[config.mk]
export PLATFORM = sky130hd
export DESIGN_NAME = drive_command_frame_encoder
export DESIGN_NICKNAME = d
export VERILOG_FILES = /design/src/rtl/dcfe_pkg.sv /design/src/rtl/dcfe_front.sv /design/src/rtl/dcfe_queue.sv /design/src/rtl/dcfe_back.sv /design/src/rtl/drive_command_frame_encoder.sv
export SDC_FILE = /design/constraint.sdc
export NUM_CORES = 1
export LEC_CHECK = 0
export BUFFER_PORTS_ARGS = -buffer_cell sky130_fd_sc_hd__buf_2
export CORE_MARGIN = 2
export CORE_UTILIZATION = 55
export DETAILED_ROUTE_END_ITERATION = 16
export MAX_ROUTING_LAYER = met4
export PLACE_DENSITY_LB_ADDON = 0.15
export SLEW_MARGIN = 0
export SYNTH_ARGS = -nofsm -noshare
export SYNTH_HDL_FRONTEND = slang
export SYNTH_SLANG_ARGS = --single-unit
[constraint.sdc]
create_clock -name clk -period 2.8 [get_ports clk]
set_input_delay 0.56 -clock clk [delete_from_list [all_inputs] [get_ports clk]]
set_output_delay 0.56 -clock clk [all_outputs]
set_load 0.05 [all_outputs]
[src/rtl/dcfe_pkg.sv]
// Types and constants for the drive command frame encoder.
// No dependencies; imported by every module of the block.
package dcfe_pkg;

  localparam logic [7:0] TOP_REAL   = 8'd240;
  localparam logic [7:0] TOP_SIM    = 8'd60;
  localparam logic [7:0] SYNC_BYTE  = 8'hFF;
  localparam logic [7:0] ADDR_BYTE  = 8'h07;
  localparam logic [15:0] CRC_INIT  = 16'hFFFF;
  localparam logic [15:0] CRC_POLY  = 16'hA001;
  localparam logic [6:0] SIM_FWD    = 7'd64;

  localparam int unsigned REAL_LEN  = 9;
  localparam int unsigned SIM_LEN   = 2;
  localparam int unsigned IDX_W     = 4;

  // byte positions in the robot frame
  localparam logic [IDX_W-1:0] POS_SYNC  = 4'd0;
  localparam logic [IDX_W-1:0] POS_ADDR  = 4'd1;
  localparam logic [IDX_W-1:0] POS_VL    = 4'd2;
  localparam logic [IDX_W-1:0] POS_PAD0  = 4'd3;
  localparam logic [IDX_W-1:0] POS_VR    = 4'd4;
  localparam logic [IDX_W-1:0] POS_PAD1  = 4'd5;
  localparam logic [IDX_W-1:0] POS_FLAGS = 4'd6;
  localparam logic [IDX_W-1:0] POS_CRCL  = 4'd7;
  localparam logic [IDX_W-1:0] POS_CRCH  = 4'd8;

  typedef enum logic [3:0] {
    CMD_FWD         = 4'd0,
    CMD_BACK        = 4'd1,
    CMD_BACK_LEFT   = 4'd2,
    CMD_BACK_RIGHT  = 4'd3,
    CMD_FWD_LEFT    = 4'd4,
    CMD_FWD_RIGHT   = 4'd5,
    CMD_PIVOT_LEFT  = 4'd6,
    CMD_PIVOT_RIGHT = 4'd7
  } drive_cmd_t;

  // one classified command, as queued between front and back
  typedef struct packed {
    logic       real_mode;
    logic [7:0] speed_l;
    logic [7:0] speed_r;
    logic       fwd_l;
    logic       fwd_r;
  } plan_t;

endpackage

[src/rtl/dcfe_front.sv]
// Front end: holds the mode register, accepts commands and classifies them
// into speed/flag plans pushed into the queue. Depends on dcfe_pkg.
module dcfe_front import dcfe_pkg::*; (
  input  logic       clk,
  input  logic       rst_n,
  input  logic       cfg_wr_en,
  input  logic [0:0] cfg_wr_data,
  input  logic       in_valid,
  output logic       in_ready,
  input  logic [3:0] in_drive_command,
  input  logic       q_full,
  output logic       q_push,
  output plan_t      q_plan
);

  logic       real_mode_r;
  logic       real_mode_nxt;
  logic [7:0] top;
  logic [7:0] quarter;

  always_comb begin
    real_mode_nxt = real_mode_r;
    if (cfg_wr_en) begin
      real_mode_nxt = cfg_wr_data[0];
    end
  end

  always_ff @(posedge clk) begin
    if (!rst_n) begin
      real_mode_r <= 1'b1;
    end else begin
      real_mode_r <= real_mode_nxt;
    end
  end

  assign top      = real_mode_r ? TOP_REAL : TOP_SIM;
  assign quarter  = {2'b00, top[7:2]};
  assign in_ready = !q_full;
  assign q_push   = in_valid && !q_full;

  always_comb begin
    q_plan           = '0;
    q_plan.real_mode = real_mode_r;
    unique case (in_drive_command)
      CMD_FWD: begin
        q_plan.speed_l = top;  q_plan.speed_r = top;
        q_plan.fwd_l = 1'b1;   q_plan.fwd_r = 1'b1;
      end
      CMD_BACK: begin
        q_plan.speed_l = top;  q_plan.speed_r = top;
      end
      CMD_BACK_LEFT: begin
        q_plan.speed_l = quarter; q_plan.speed_r = top;
      end
      CMD_BACK_RIGHT: begin
        q_plan.speed_l = top;  q_plan.speed_r = quarter;
      end
      CMD_FWD_LEFT: begin
        q_plan.speed_l = quarter; q_plan.speed_r = top;
        q_plan.fwd_l = 1'b1;   q_plan.fwd_r = 1'b1;
      end
      CMD_FWD_RIGHT: begin
        q_plan.speed_l = top;  q_plan.speed_r = quarter;
        q_plan.fwd_l = 1'b1;   q_plan.fwd_r = 1'b1;
      end
      CMD_PIVOT_LEFT: begin
        q_plan.speed_l = top;  q_plan.speed_r = top;
        q_plan.fwd_r = 1'b1;
      end
      CMD_PIVOT_RIGHT: begin
        q_plan.speed_l = top;  q_plan.speed_r = top;
        q_plan.fwd_l = 1'b1;
      end
      default: begin
        // stop: zero speed, no forward flags
      end
    endcase
  end

endmodule

[src/rtl/dcfe_queue.sv]
// Small register queue of plans between front and back end.
// Depends on dcfe_pkg for plan_t.
module dcfe_queue import dcfe_pkg::*; #(
  parameter int DEPTH = 2
) (
  input  logic  clk,
  input  logic  rst_n,
  input  logic  push,
  input  plan_t push_plan,
  output logic  full,
  input  logic  pop,
  output logic  empty,
  output plan_t head_plan
);

  localparam int PTR_W = (DEPTH > 1) ? $clog2(DEPTH) : 1;
  localparam int CNT_W = $clog2(DEPTH + 1);
  localparam logic [PTR_W-1:0] LAST_PTR = PTR_W'(DEPTH - 1);
  localparam logic [CNT_W-1:0] FULL_CNT = CNT_W'(DEPTH);

  plan_t             mem_r [DEPTH];
  logic [PTR_W-1:0]  wr_ptr_r, wr_ptr_nxt;
  logic [PTR_W-1:0]  rd_ptr_r, rd_ptr_nxt;
  logic [CNT_W-1:0]  count_r, count_nxt;
  logic              do_push, do_pop;

  assign full      = (count_r == FULL_CNT);
  assign empty     = (count_r == '0);
  assign head_plan = mem_r[rd_ptr_r];
  assign do_push   = push && !full;
  assign do_pop    = pop && !empty;

  always_comb begin
    wr_ptr_nxt = wr_ptr_r;
    rd_ptr_nxt = rd_ptr_r;
    count_nxt  = count_r;
    if (do_push) begin
      wr_ptr_nxt = (wr_ptr_r == LAST_PTR) ? '0 : wr_ptr_r + 1'b1;
    end
    if (do_pop) begin
      rd_ptr_nxt = (rd_ptr_r == LAST_PTR) ? '0 : rd_ptr_r + 1'b1;
    end
    if (do_push && !do_pop) begin
      count_nxt = count_r + 1'b1;
    end else if (do_pop && !do_push) begin
      count_nxt = count_r - 1'b1;
    end
  end

  always_ff @(posedge clk) begin
    if (!rst_n) begin
      wr_ptr_r <= '0;
      rd_ptr_r <= '0;
      count_r  <= '0;
    end else begin
      wr_ptr_r <= wr_ptr_nxt;
      rd_ptr_r <= rd_ptr_nxt;
      count_r  <= count_nxt;
    end
  end

  always_ff @(posedge clk) begin
    if (do_push) begin
      mem_r[wr_ptr_r] <= push_plan;
    end
  end

endmodule

[src/rtl/dcfe_back.sv]
// Back end: serializes the head plan into frame bytes, one per cycle
// unless stalled, with a Modbus CRC and output register. Uses dcfe_pkg.
module dcfe_back import dcfe_pkg::*; (
  input  logic       clk,
  input  logic       rst_n,
  input  logic       q_empty,
  input  plan_t      q_head,
  output logic       q_pop,
  output logic       out_valid,
  input  logic       out_ready,
  output logic [7:0] out_frame_byte,
  output logic       out_last_byte
);

  logic [IDX_W-1:0] idx_r, idx_nxt;
  logic [15:0]      crc_r, crc_nxt;
  logic             valid_r, valid_nxt;
  logic [7:0]       byte_r, byte_nxt;
  logic             last_r, last_nxt;
  logic             load;
  logic [7:0]       cur_byte;
  logic             cur_last;
  logic [7:0]       flags;

  // one byte through the reflected Modbus CRC
  function automatic logic [15:0] crc_step(input logic [15:0] crc_in,
                                           input logic [7:0]  data);
    logic [15:0] c;
    c = crc_in ^ {8'd0, data};
    for (int b = 0; b < 8; b++) begin
      c = c[0] ? ((c >> 1) ^ CRC_POLY) : (c >> 1);
    end
    return c;
  endfunction

  assign flags = {1'b0, q_head.fwd_l, 1'b0, q_head.fwd_r, 4'b0000};

  always_comb begin
    cur_byte = 8'd0;
    cur_last = 1'b0;
    if (q_head.real_mode) begin
      unique case (idx_r)
        POS_SYNC:           cur_byte = SYNC_BYTE;
        POS_ADDR:           cur_byte = ADDR_BYTE;
        POS_VL:             cur_byte = q_head.speed_l;
        POS_PAD0, POS_PAD1: cur_byte = 8'd0;
        POS_VR:             cur_byte = q_head.speed_r;
        POS_FLAGS:          cur_byte = flags;
        POS_CRCL:           cur_byte = crc_r[7:0];
        POS_CRCH: begin
          cur_byte = crc_r[15:8];
          cur_last = 1'b1;
        end
        default: begin
          cur_byte = 8'd0;
        end
      endcase
    end else begin
      // simulator frame: left byte, then right byte
      if (idx_r == '0) begin
        cur_byte = (q_head.fwd_l ? {1'b0, SIM_FWD} : 8'd0) + q_head.speed_l;
      end else begin
        cur_byte = (q_head.fwd_r ? {1'b0, SIM_FWD} : 8'd0) + q_head.speed_r;
        cur_last = 1'b1;
      end
    end
  end

  // output register takes a new byte when empty or being drained
  assign load  = !valid_r || out_ready;
  assign q_pop = load && !q_empty && cur_last;

  always_comb begin
    idx_nxt   = idx_r;
    crc_nxt   = crc_r;
    valid_nxt = valid_r;
    byte_nxt  = byte_r;
    last_nxt  = last_r;
    if (load) begin
      valid_nxt = !q_empty;
      if (!q_empty) begin
        byte_nxt = cur_byte;
        last_nxt = cur_last;
        idx_nxt  = cur_last ? '0 : idx_r + 1'b1;
        if (idx_r == POS_SYNC) begin
          crc_nxt = CRC_INIT;
        end else if (idx_r <= POS_FLAGS) begin
          crc_nxt = crc_step(crc_r, cur_byte);
        end
      end
    end
  end

  always_ff @(posedge clk) begin
    if (!rst_n) begin
      idx_r   <= '0;
      crc_r   <= CRC_INIT;
      valid_r <= 1'b0;
      byte_r  <= 8'd0;
      last_r  <= 1'b0;
    end else begin
      idx_r   <= idx_nxt;
      crc_r   <= crc_nxt;
      valid_r <= valid_nxt;
      byte_r  <= byte_nxt;
      last_r  <= last_nxt;
    end
  end

  assign out_valid      = valid_r;
  assign out_frame_byte = byte_r;
  assign out_last_byte  = last_r;

endmodule

[src/rtl/drive_command_frame_encoder.sv]
// Drive command frame encoder, top level.
// Depends on dcfe_pkg, dcfe_front, dcfe_queue, dcfe_back.
//
//  channel | ports                                    | handshake
//  --------+------------------------------------------+--------------------
//  in      | in_drive_command[3:0]                    | in_valid / in_ready
//  out     | out_frame_byte[7:0], out_last_byte       | out_valid / out_ready
//  cfg     | cfg_wr_data[0] (real_robot_mode)         | cfg_wr_en, no wait
//
// One result byte per cycle while out_ready is high; a command gives 9 bytes
// in robot mode and 2 in simulator mode, set by the back-end byte serializer.
// Commands queue up to QUEUE_DEPTH deep, so the next one is taken while the
// current frame is still going out. Synchronous active-low reset empties the
// queue, drops any partial frame and sets robot mode. A stalled out_ready
// holds the output byte; once the queue fills, in_ready drops.
module drive_command_frame_encoder import dcfe_pkg::*; #(
  parameter int QUEUE_DEPTH = 2
) (
  input  logic       clk,
  input  logic       rst_n,
  input  logic       cfg_wr_en,
  input  logic [0:0] cfg_wr_data,
  input  logic       in_valid,
  output logic       in_ready,
  input  logic [3:0] in_drive_command,
  output logic       out_valid,
  input  logic       out_ready,
  output logic [7:0] out_frame_byte,
  output logic       out_last_byte
);

  logic  q_push, q_pop, q_full, q_empty;
  plan_t q_plan, q_head;

  dcfe_front u_front (
    .clk              (clk),
    .rst_n            (rst_n),
    .cfg_wr_en        (cfg_wr_en),
    .cfg_wr_data      (cfg_wr_data),
    .in_valid         (in_valid),
    .in_ready         (in_ready),
    .in_drive_command (in_drive_command),
    .q_full           (q_full),
    .q_push           (q_push),
    .q_plan           (q_plan)
  );

  dcfe_queue #(.DEPTH(QUEUE_DEPTH)) u_queue (
    .clk       (clk),
    .rst_n     (rst_n),
    .push      (q_push),
    .push_plan (q_plan),
    .full      (q_full),
    .pop       (q_pop),
    .empty     (q_empty),
    .head_plan (q_head)
  );

  dcfe_back u_back (
    .clk            (clk),
    .rst_n          (rst_n),
    .q_empty        (q_empty),
    .q_head         (q_head),
    .q_pop          (q_pop),
    .out_valid      (out_valid),
    .out_ready      (out_ready),
    .out_frame_byte (out_frame_byte),
    .out_last_byte  (out_last_byte)
  );

endmodule

==> impl_metrics.csv, run 1 <==
group,metric,value,unit
run_status,status,"finished clean",
clock_network,cts_num_sinks,58,
global_route,grt_start_max_net_pins,36,
drt,routedWlPerCell,16.5,microns
worst_setup_path,cp-start-kind,"flip-flop",
drt,ant_nets,0,
clock_network,htree_levels,3,
clock_network,clk_latency,340,ps
synth,synth-edff-count,22,
synth,ys.warnings.count,0,
synth,synth_nets,359,
global_route,grt_overflow,0,
drt,first_iter_violations,155,
global_route,grt_pass1_vias,2413,
timing,slew_headroom,0.626,
timing,finalWorstSetupSlack,68.5,ps
global_route,grt_use_total,0.244,
layout,fin_nets,399,
power,p_switching,1.42,mW
drt,dr_total_vias,2670,
timing,finalCriticalPeriod,2730,ps
power,comb_power_share,0.487,
timing,setup_viol_count_final,0,
power,p_sw_frac,0.406,
die,die_w,81.5,microns
die,rows,28,
layout,areaGrowthSynthToFinish,17.2,%
drt,drc,0,
power,leakage,1.52,nW
power,power.density,904,mW/mm^2
timing,fin_skew,9.18,ps
synth,synthCells,342,
synth,synth.distinct_cells,57,
layout,utilization,0.662,
power,clkPwrFrac,0.180,
drt,via_per_inst,5.78,
layout,seq_area,0.00139,sq mm
layout,nFillCells,462,
clock_network,cts-root-buf,"clkbuf_8",
synth,synthArstFlopShare,0,
worst_setup_path,reg2reg_depth,10,
synth,ys_ff_latch,58,
die,start_util,0.565,
die,pin_count,21,
synth,ys_dominant_reg_cell,"dfxtp_1",
power,max-vdd-ir-drop,0.566,mV
timing,hold_viol,0,
timing,fmax,366,MHz
synth,postSynthAreaPerCell,9.67,sq um
layout,multi_input_area,0.00184,sq mm
global_route,grt_pass1_wl,11600,microns
placement,hpwl,5320,microns
clock_network,clockBufferDepth,2,
layout,insertedDiodeCount,0,
clock_network,clk_pin_slew,70,ps
placement,gp_congestion,0.906,
synth,syn_area,0.00331,sq mm
drt,drtPass1Iterations,6,
timing,grt_setup_unrepaired,"true",
worst_setup_path,cp_data_arrival_time,2940,ps
drt,wl,7620,microns
timing,period_share,0.976,
worst_setup_path,path_max_fanout,7,
power,p_int,2.08,mW
die,core-area,0.00585,sq mm
placement,place_inst,439,
die,dieArea,0.00665,sq mm
worst_setup_path,critPathCaptureType,"flip-flop",
clock_network,cts_buffers,9,
placement,dp_slack,-27.4,ps
clock_network,cts_tree,"built",
timing,drv_slew,0,
global_route,antenna_found_initial,0,
synth,synth_seq_area_share,0.418,
layout,drive_above_1_share,0.243,
worst_setup_path,required,3010,ps
placement,placed_cell_area,0.00355,sq mm
power,seq_power_share,0.333,
timing,worst_pin_slew,561,ps
die,die_y,81.5,microns
worst_hold_path,hp-class,"input port to flip-flop",
timing,tns,0,ps
layout,design_area,0.00387,sq mm
worst_setup_path,path_class,"flip-flop to flip-flop",
run,drv_cap,0,
placement,portBuffers,20,
worst_hold_path,hold_depth,3,
layout,instances_no_fill,462,
[state kept, by name, indices dropped and copies added, names as in the netlist, named ones only]
| signal | count |
|---|---|
| u_queue.rd_ptr_r | 1 |
| u_back.out_valid | 1 |
| u_front.real_mode_r | 1 |
| u_queue.wr_ptr_r | 1 |
| u_back.crc_r | 16 |
| u_queue.mem_r | 22 |
| u_back.out_last_byte | 1 |
| u_back.out_frame_byte | 8 |
| u_queue.count_r | 2 |
| u_back.idx_r | 4 |
[path summary, 6_finish.rpt]
path         slack [ps]                  from                   end
min                 440           cfg_wr_data   u_front.real_mode_r
max                  70             flip-flop       u_back.crc_r[0]
max reg2reg          70             flip-flop       u_back.crc_r[0]
min reg2reg         460  u_back.out_last_byte  u_back.out_last_byte
[per-layer routing]
metal / vias to the layer above / global-route usage / wire length [microns] / share of wire
li1: 1306 / - / - / -
met2: 78 / 0.401 / 3730 / 0.49
met4: 0 / 0.105 / 218 / 0.029
met3: 23 / 0.0363 / 371 / 0.049
met5: - / - / 0 / 0
met1: 1263 / 0.298 / 3300 / 0.43
[cells in the mapped netlist (5+ instances only)]
| master | count | share of area |
|---|---|---|
| nand2_1 | 39 | 0.044 |
| dfxtp_1 | 36 | 0.22 |
| nor2_1 | 26 | 0.030 |
| a21oi_1 | 24 | 0.036 |
| edfxtp_1 | 22 | 0.20 |
| xnor2_1 | 16 | 0.042 |
| o21ai_0 | 12 | 0.018 |
| clkbuf_1 | 11 | 0.012 |
| nor3_1 | 11 | 0.017 |
| inv_1 | 10 | 0.011 |
| o22ai_1 | 10 | 0.019 |
| xor2_1 | 10 | 0.026 |
| mux2i_1 | 8 | 0.024 |
| ha_1 | 7 | 0.026 |
| and2_1 | 6 | 0.011 |
| mux2_2 | 6 | 0.020 |
| nand3b_1 | 6 | 0.014 |
| a211oi_1 | 5 | 0.011 |
| a21boi_0 | 5 | 0.011 |
| buf_6 | 5 | 0.017 |
| nand4b_1 | 5 | 0.013 |
| nor2b_1 | 5 | 0.0095 |
[repair_timing]
action,CTS,global route
gates resized for setup,2,23
pin swaps,0,8
hold buffers,0,0
setup endpoints to repair,2,2
buffers inserted,0,7
cloned,0,1
[area by class of cell]
cell class	instances	share of cell area
Inverter	10	0.00969
Multi-Input combinational cell	253	0.475
Timing Repair Buffer	50	0.0917
Sequential cell	58	0.359
Tap cell	75	0.0242
Clock buffer	12	0.0349
Clock inverter	4	0.00484
[logic make-up after synthesis]
group / share of synthesized area
DFF: 0.418
xor gates and xnor gates: 0.0810
muxes: 0.0731
AOI/OAI and AO/OA: 0.159
and+or+nand+nor: 0.187
buffers and inverters: 0.0530
adders and majority gates: 0.0295
[power by group through the flow]
stage / registers [mW] / clock network [mW] / logic, mW
after floorplan: 1.34 / 0 / 1.01
after global routing: 1.19 / 0.677 / 1.85
after CTS: 1.16 / 0.640 / 1.60
final: 1.17 / 0.631 / 1.71
after global placement: 1.17 / 0 / 1.58
after detailed placement: 1.17 / 0 / 1.59
[metrics by stage]
stage / total power, mW / hold WS [ps]
detailed placement: 2.77 / 456
global placement: 2.74 / 450
global route: 3.71 / 469
floorplan: 2.34 / 481
CTS: 3.40 / 439
finish: 3.50 / 442
[cells in the final DEF (no fill, tap or decap), types with 6 or more instances in the layout]
master and n:
buf_4 28, nand2_1 39, dfxtp_1 31, xnor2_1 16
nor3_1 11, nand3b_1 6, o21ai_0 12, inv_1 9
edfxtp_1 22, and2_1 6, buf_2 20, nor2_1 25
clkbuf_8 9, a21oi_1 23, mux2i_1 7, xor2_1 10
o22ai_1 10
[critical path: stages, from the launching register on]
cell and delay [ps]:
dfxtp_4 370, buf_12 130, mux2_2 370, ha_1 300
mux2i_1 200, nor2_2 80, o311ai_4 280, xor2_2 200
xnor3_2 460, mux2i_1 160, a31oi_1 50
(Power assumes the default switching activity.)
==> inputs of run 2 (changes only) <==
ABC_AREA = 1   (was not set)
CORE_UTILIZATION = 61   (was 55)
clock period = 2.6 ns   (was 2.8 ns; I/O delays follow)
==> impl_metrics.csv, run 2 <==
group,metric,value,unit
layout,fin_nets,501,
layout,design_area,0.00385,sq mm
layout,insertedDiodeCount,0,
global_route,grt_pass1_wl,12300,microns
worst_setup_path,required,2830,ps
die,start_util,0.628,
die,dieArea,0.00621,sq mm
timing,finalCriticalPeriod,2390,ps
worst_hold_path,hp-class,"input port to flip-flop",
drt,routedWlPerCell,13.4,microns
worst_setup_path,cp_data_arrival_time,2620,ps
worst_setup_path,crit_chain,"inv_2 > ha_4 > nand2_2 > nor2_4 > inv_1 > o21ai_1 > inv_1 > nand4_2 > nand2_1 > nand2_1 > nand2_2 > nand3_1 > nand2_1 > inv_1 > nand2_2 > nand2_2 > nand2_2 > nand3_1 > nand3_1 > nand2_1 > nand2_1",
timing,period_share,0.918,
clock_network,clk_latency,340,ps
timing,fmax,419,MHz
layout,largest_reg_flops,22,
synth,synthArstFlopShare,0,
drt,drc,0,
synth,ys_ff_latch,58,
synth,synth.distinct_cells,39,
power,leakage,1.78,nW
worst_setup_path,slowest_delay,350,ps
global_route,antenna_found_initial,0,
drt,ant_nets,0,
clock_network,cts-root-buf,"clkbuf_8",
clock_network,clk_pin_slew,70,ps
placement,placed_cell_area,0.00358,sq mm
global_route,grt_use_total,0.266,
layout,final_cell_mix,"106 x nand2_1, 43 x inv_1, 41 x nor2_1",
die,pin_count,21,
synth,synth_area_leaders,"dfxtp_1 21%, edfxtp_1 19%, nand2_1 12%, a21oi_1 5.1%, o21ai_0 5.1%",
clock_network,cts_tree,"built",
drt,wl,7520,microns
power,power.density,1440,mW/mm^2
placement,portBuffers,20,
placement,dp_slack,-12.8,ps
global_route,grt_overflow,0,
layout,layout_commonest_cell,"nand2_1",
drt,drtPass1Iterations,5,
synth,ys.warnings.count,0,
die,rows,27,
timing,setup_viol_count_final,0,
synth,syn_area,0.00341,sq mm
layout,largest_register,"u_queue.mem_r",
synth,synth_seq_area_share,0.405,
run_status,status,"finished clean",
run,drv_cap,0,
worst_setup_path,crit_slowest_cell,"dfxtp_2",
timing,worst_pin_slew,435,ps
synth,synthCells,452,
drt,first_iter_violations,182,
global_route,grt_pass1_vias,2727,
power,p_total,5.53,mW
layout,instances_no_fill,561,
timing,finalWorstSetupSlack,213,ps
placement,place_inst,540,
synth,postSynthAreaPerCell,7.55,sq um
timing,drv_slew,0,
worst_setup_path,critPathCaptureType,"flip-flop",
worst_setup_path,reg2reg_depth,21,
timing,fin_skew,10.5,ps
worst_hold_path,hold_depth,2,
worst_setup_path,path_class,"flip-flop to flip-flop",
synth,synth-edff-count,22,
clock_network,htree_levels,3,
placement,gp_congestion,0.935,
timing,hold_viol,0,
clock_network,postCtsHoldBufs,0,
die,die_y,78.8,microns
layout,nFillCells,458,
worst_setup_path,path_max_fanout,6,
global_route,grt_start_max_net_pins,24,
drt,dr_total_vias,3012,
worst_setup_path,cp-start-kind,"flip-flop",
layout,areaGrowthSynthToFinish,12.7,%
synth,post-synth-top-count-cell,"nand2_1",
layout,drive_above_1_share,0.227,
synth,synth_top_area_cell,"dfxtp_1",
die,die_w,78.8,microns
synth,ys_dominant_reg_cell,"dfxtp_1",
clock_network,cts_buffers,9,
clock_network,clockBufferDepth,2,
synth,synth_top_area_frac,0.211,
placement,hpwl,5590,microns
die,core-area,0.00544,sq mm
timing,slew_headroom,0.708,
drt,via_per_inst,5.37,
power,max-vdd-ir-drop,0.845,mV
clock_network,cts_num_sinks,58,
synth,yosys-top-cells-count,"106 x nand2_1, 45 x inv_1, 41 x nor2_1",
synth,synth_nets,469,
timing,grt_setup_unrepaired,"false",
[run 2: cell types whose count changed after synthesis, sizes merged, moves of 9 or more]
| cell | before | now |
|---|---|---|
| a21oi | 24 | 36 |
| inv | 10 | 49 |
| nand2 | 39 | 136 |
| nand3 | 3 | 35 |
| nor2 | 26 | 49 |
| nor3 | 11 | 2 |
| o21ai | 12 | 45 |
| o22ai | 10 | 1 |
| xnor2 | 16 | 0 |
[run 2: layout make-up]
class,count,area (sq um),area share
sequential,58,1380,0.360
clock buffer,11,131,0.0342
tap,72,90.1,0.0234
inverter,51,199,0.0517
clock inverter,5,55.1,0.0143
multi-input combinational,331,1790,0.465
timing repair buffer,33,198,0.0514
[run 2: per-stage QoR]
step	util	hold WS (ps)	setup TNS, ps
floorplan	-	425	0
global placement	0.658	433	0
detailed placement	0.658	442	-23.0
CTS	0.693	353	0
global route	0.707	357	0
finish	0.707	364	0
[run 2: report_power, final]
part           total, mW  internal [mW]  switching [mW]
registers           1.38           1.21           0.173
logic               3.35           1.09            2.27
clock network      0.792          0.439           0.353
total               5.53           2.73            2.79
[run 2: worst max-delay path: cells and delay by family, from the launching register on]
family          cells  cell delay (ps)
simple gates       15             1300
buf+inv             4              330
fa+ha+maj           1              190
flops               1              350
compound gates      1              120
[run 2: cell families (layout without fill, tap and decap cells)]
kind of cell,Yosys count,count (layout),share of synthesized area
compound gates,93,93,0.153
xor+xnor,3,3,0.0132
fa+ha+maj,7,7,0.0257
buf+inv,63,100,0.0817
flops,58,58,0.405
simple gates,228,228,0.321
[run 2: path summary, 6_finish.rpt]
kind / start / slack [ps] / endpoint
setup / recovery: u_back.idx_r[1] / 210 / u_back.crc_r[0]
hold / removal: cfg_wr_en / 360 / u_front.real_mode_r
setup reg to reg: u_back.idx_r[1] / 210 / u_back.crc_r[0]
hold reg to reg: u_queue.rd_ptr_r / 450 / flip-flop
[run 2: what timing repair did]
action,in CTS,in global routing
buffers inserted,0,5
setup endpoints to repair,2,4
resized for setup,1,11
gates cloned,0,0
pin swaps,0,3
[run 2: metal layers]
metal / GRT usage / vias up / share of wire
li1: - / 1552 / -
met1: 0.315 / 1388 / 0.45
met2: 0.438 / 59 / 0.50
met3: 0.0591 / 13 / 0.036
met4: 0.112 / 0 / 0.018
met5: - / - / 0
==> inputs of run 3 (changes only) <==
MAX_ROUTING_LAYER = not set   (was met4)
clock period = 2.45 ns   (was 2.6 ns; I/O delays follow)
==> impl_metrics.csv, run 3 (same netlist as run 2, synthesis figures left out) <==
group,metric,value,unit
run_status,status,"finished clean",
layout,drive_above_1_share,0.269,
die,die_y,78.8,microns
worst_setup_path,cpLargestDelayFamily,"simple AND/OR/NAND/NOR gates",
layout,layout_commonest_cell,"nand2_1",
placement,hpwl,5920,microns
timing,drv_slew,0,
worst_setup_path,timing.rr.start,"u_back.idx_r[0]",
clock_network,cts_num_sinks,58,
drt,dr_total_vias,3074,
worst_setup_path,slowest_delay,370,ps
worst_setup_path,cp_data_arrival_time,2600,ps
layout,insertedDiodeCount,0,
global_route,grt_pass1_vias,2880,
timing,tns,0,ps
power,power.density,1540,mW/mm^2
layout,final_cell_mix,"102 x nand2_1, 42 x inv_1, 39 x nor2_1",
clock_network,clk_pin_slew,70,ps
worst_setup_path,critPathBufInv,3,
timing,slew_headroom,0.712,
power,max-vdd-ir-drop,0.992,mV
worst_setup_path,reg2reg_slack,90,ps
die,core-area,0.00544,sq mm
worst_setup_path,crit_chain,"inv_2 > buf_4 > ha_4 > nand2_4 > nor2_1 > nor2_2 > nand3_2 > nand2_2 > nand2_4 > nand2_4 > nand2_1 > nand3_1 > nand2_2 > inv_1 > nand2_2 > nand2_2 > nand2_2 > nand3_1 > nand3_1 > nand2_1 > nand2_1",
drt,via_per_inst,5.38,
global_route,antenna_found_initial,0,
die,pin_count,21,
timing,finalCriticalPeriod,2360,ps
worst_setup_path,cp-start-kind,"flip-flop",
clock_network,postCtsHoldBufs,0,
placement,dp_slack,-36.6,ps
clock_network,cts-root-buf,"clkbuf_8",
clock_network,clk_latency,350,ps
run,drv_cap,0,
worst_setup_path,required,2690,ps
placement,gp_congestion,0.874,
clock_network,htree_levels,3,
timing,period_share,0.962,
timing,fmax,424,MHz
layout,areaGrowthSynthToFinish,16.8,%
die,die_w,78.8,microns
layout,fin_nets,511,
global_route,grt_start_max_net_pins,23,
global_route,grt_pass1_wl,12800,microns
placement,portBuffers,20,
timing,fin_skew,6.93,ps
clock_network,clockBufferDepth,2,
power,leakage,1.84,nW
clock_network,cts_buffers,9,
timing,worst_pin_slew,430,ps
timing,finalWorstSetupSlack,92.7,ps
die,start_util,0.628,
drt,routedWlPerCell,14.0,microns
worst_setup_path,path_max_fanout,4,
die,dieArea,0.00621,sq mm
drt,wl,7990,microns
worst_hold_path,hold_path_startpoint,"cfg_wr_en",
worst_setup_path,cpMostUsedCell,"nand2_2",
worst_setup_path,critPathLaunch,"u_back.idx_r[0]",
drt,drtPass1Iterations,7,
drt,ant_nets,0,
timing,hold_viol,0,
layout,largest_register,"u_queue.mem_r",
worst_setup_path,crit_slowest_cell,"dfxtp_4",
global_route,grt_overflow,0,
drt,first_iter_violations,188,
layout,largest_reg_flops,22,
worst_hold_path,hp-class,"input port to flip-flop",
worst_setup_path,path_class,"flip-flop to flip-flop",
timing,setup_viol_count_final,0,
clock_network,cts_tree,"built",
die,rows,27,
global_route,grt_use_total,0.269,
drt,drc,0,
worst_setup_path,critPathCaptureType,"flip-flop",
layout,utilization,0.733,
## run 3: cell count changes in the layout (fill, tap and decap cells not counted), moves of 3 or more
cell and delta:
buf_4 +10, nand2_1 -4, dfxtp_4 +3, nand2_4 +3, nand3_1 -3
## run 3: what timing repair did
item,CTS,global route
pin swaps,0,16
setup endpoints to repair,3,4
resized for setup,2,36
setup buffers,0,5
## run 3: power breakdown
part	total, mW	internal (mW)	switching [mW]
logic	3.89	1.35	2.54
clock network	0.748	0.363	0.385
registers	1.49	1.29	0.201
total	6.13	3.00	3.13
## run 3: final cells by class
class	count	area [sq um]
fill	405	1450
tap	72	90.1
multi-input combinational	331	1860
clock buffer	11	131
inverter	51	206
timing repair buffer	43	273
clock inverter	5	30.0
sequential	58	1390
## run 3: per-layer routing
layer / share of wire / wire length, microns / up-vias / global-route usage
met5: 0 / 0 / - / 0
met3: 0.046 / 369 / 13 / 0.0648
met2: 0.50 / 4010 / 80 / 0.468
met4: 0.021 / 168 / 0 / 0.118
li1: - / - / 1571 / -
met1: 0.43 / 3450 / 1410 / 0.316
## run 3: worst paths after layout
path / to / cells past startpoint
hold / removal: u_front.real_mode_r / 2
setup / recovery: u_back.crc_r[0] / 21
hold reg to reg: flip-flop / 1
setup reg to reg: u_back.crc_r[0] / 21
## run 3: worst register-to-register path, cell delays in order, from the launching register on
cell     delay, ps
dfxtp_4        370
inv_2           50
buf_4          140
ha_4           170
nand2_4         80
nor2_1          60
nor2_2         190
nand3_2        140
nand2_2        110
nand2_4         70
nand2_4         80
nand2_1         50
nand3_1        100
nand2_2        100
inv_1           70
nand2_2         70
nand2_2         80
nand2_2         60
nand3_1         70
nand3_1         70
nand2_1         60
nand2_1         40
## run 3: metrics by stage
step	cell area (sq um)	total power, mW	hold WS, ps	cells
CTS	3820	5.75	365	566
global route	3990	6.61	351	571
floorplan	3410	4.21	425	452
finish	3990	6.13	351	571
detailed placement	3660	5.00	459	550
global placement	3660	4.92	434	550
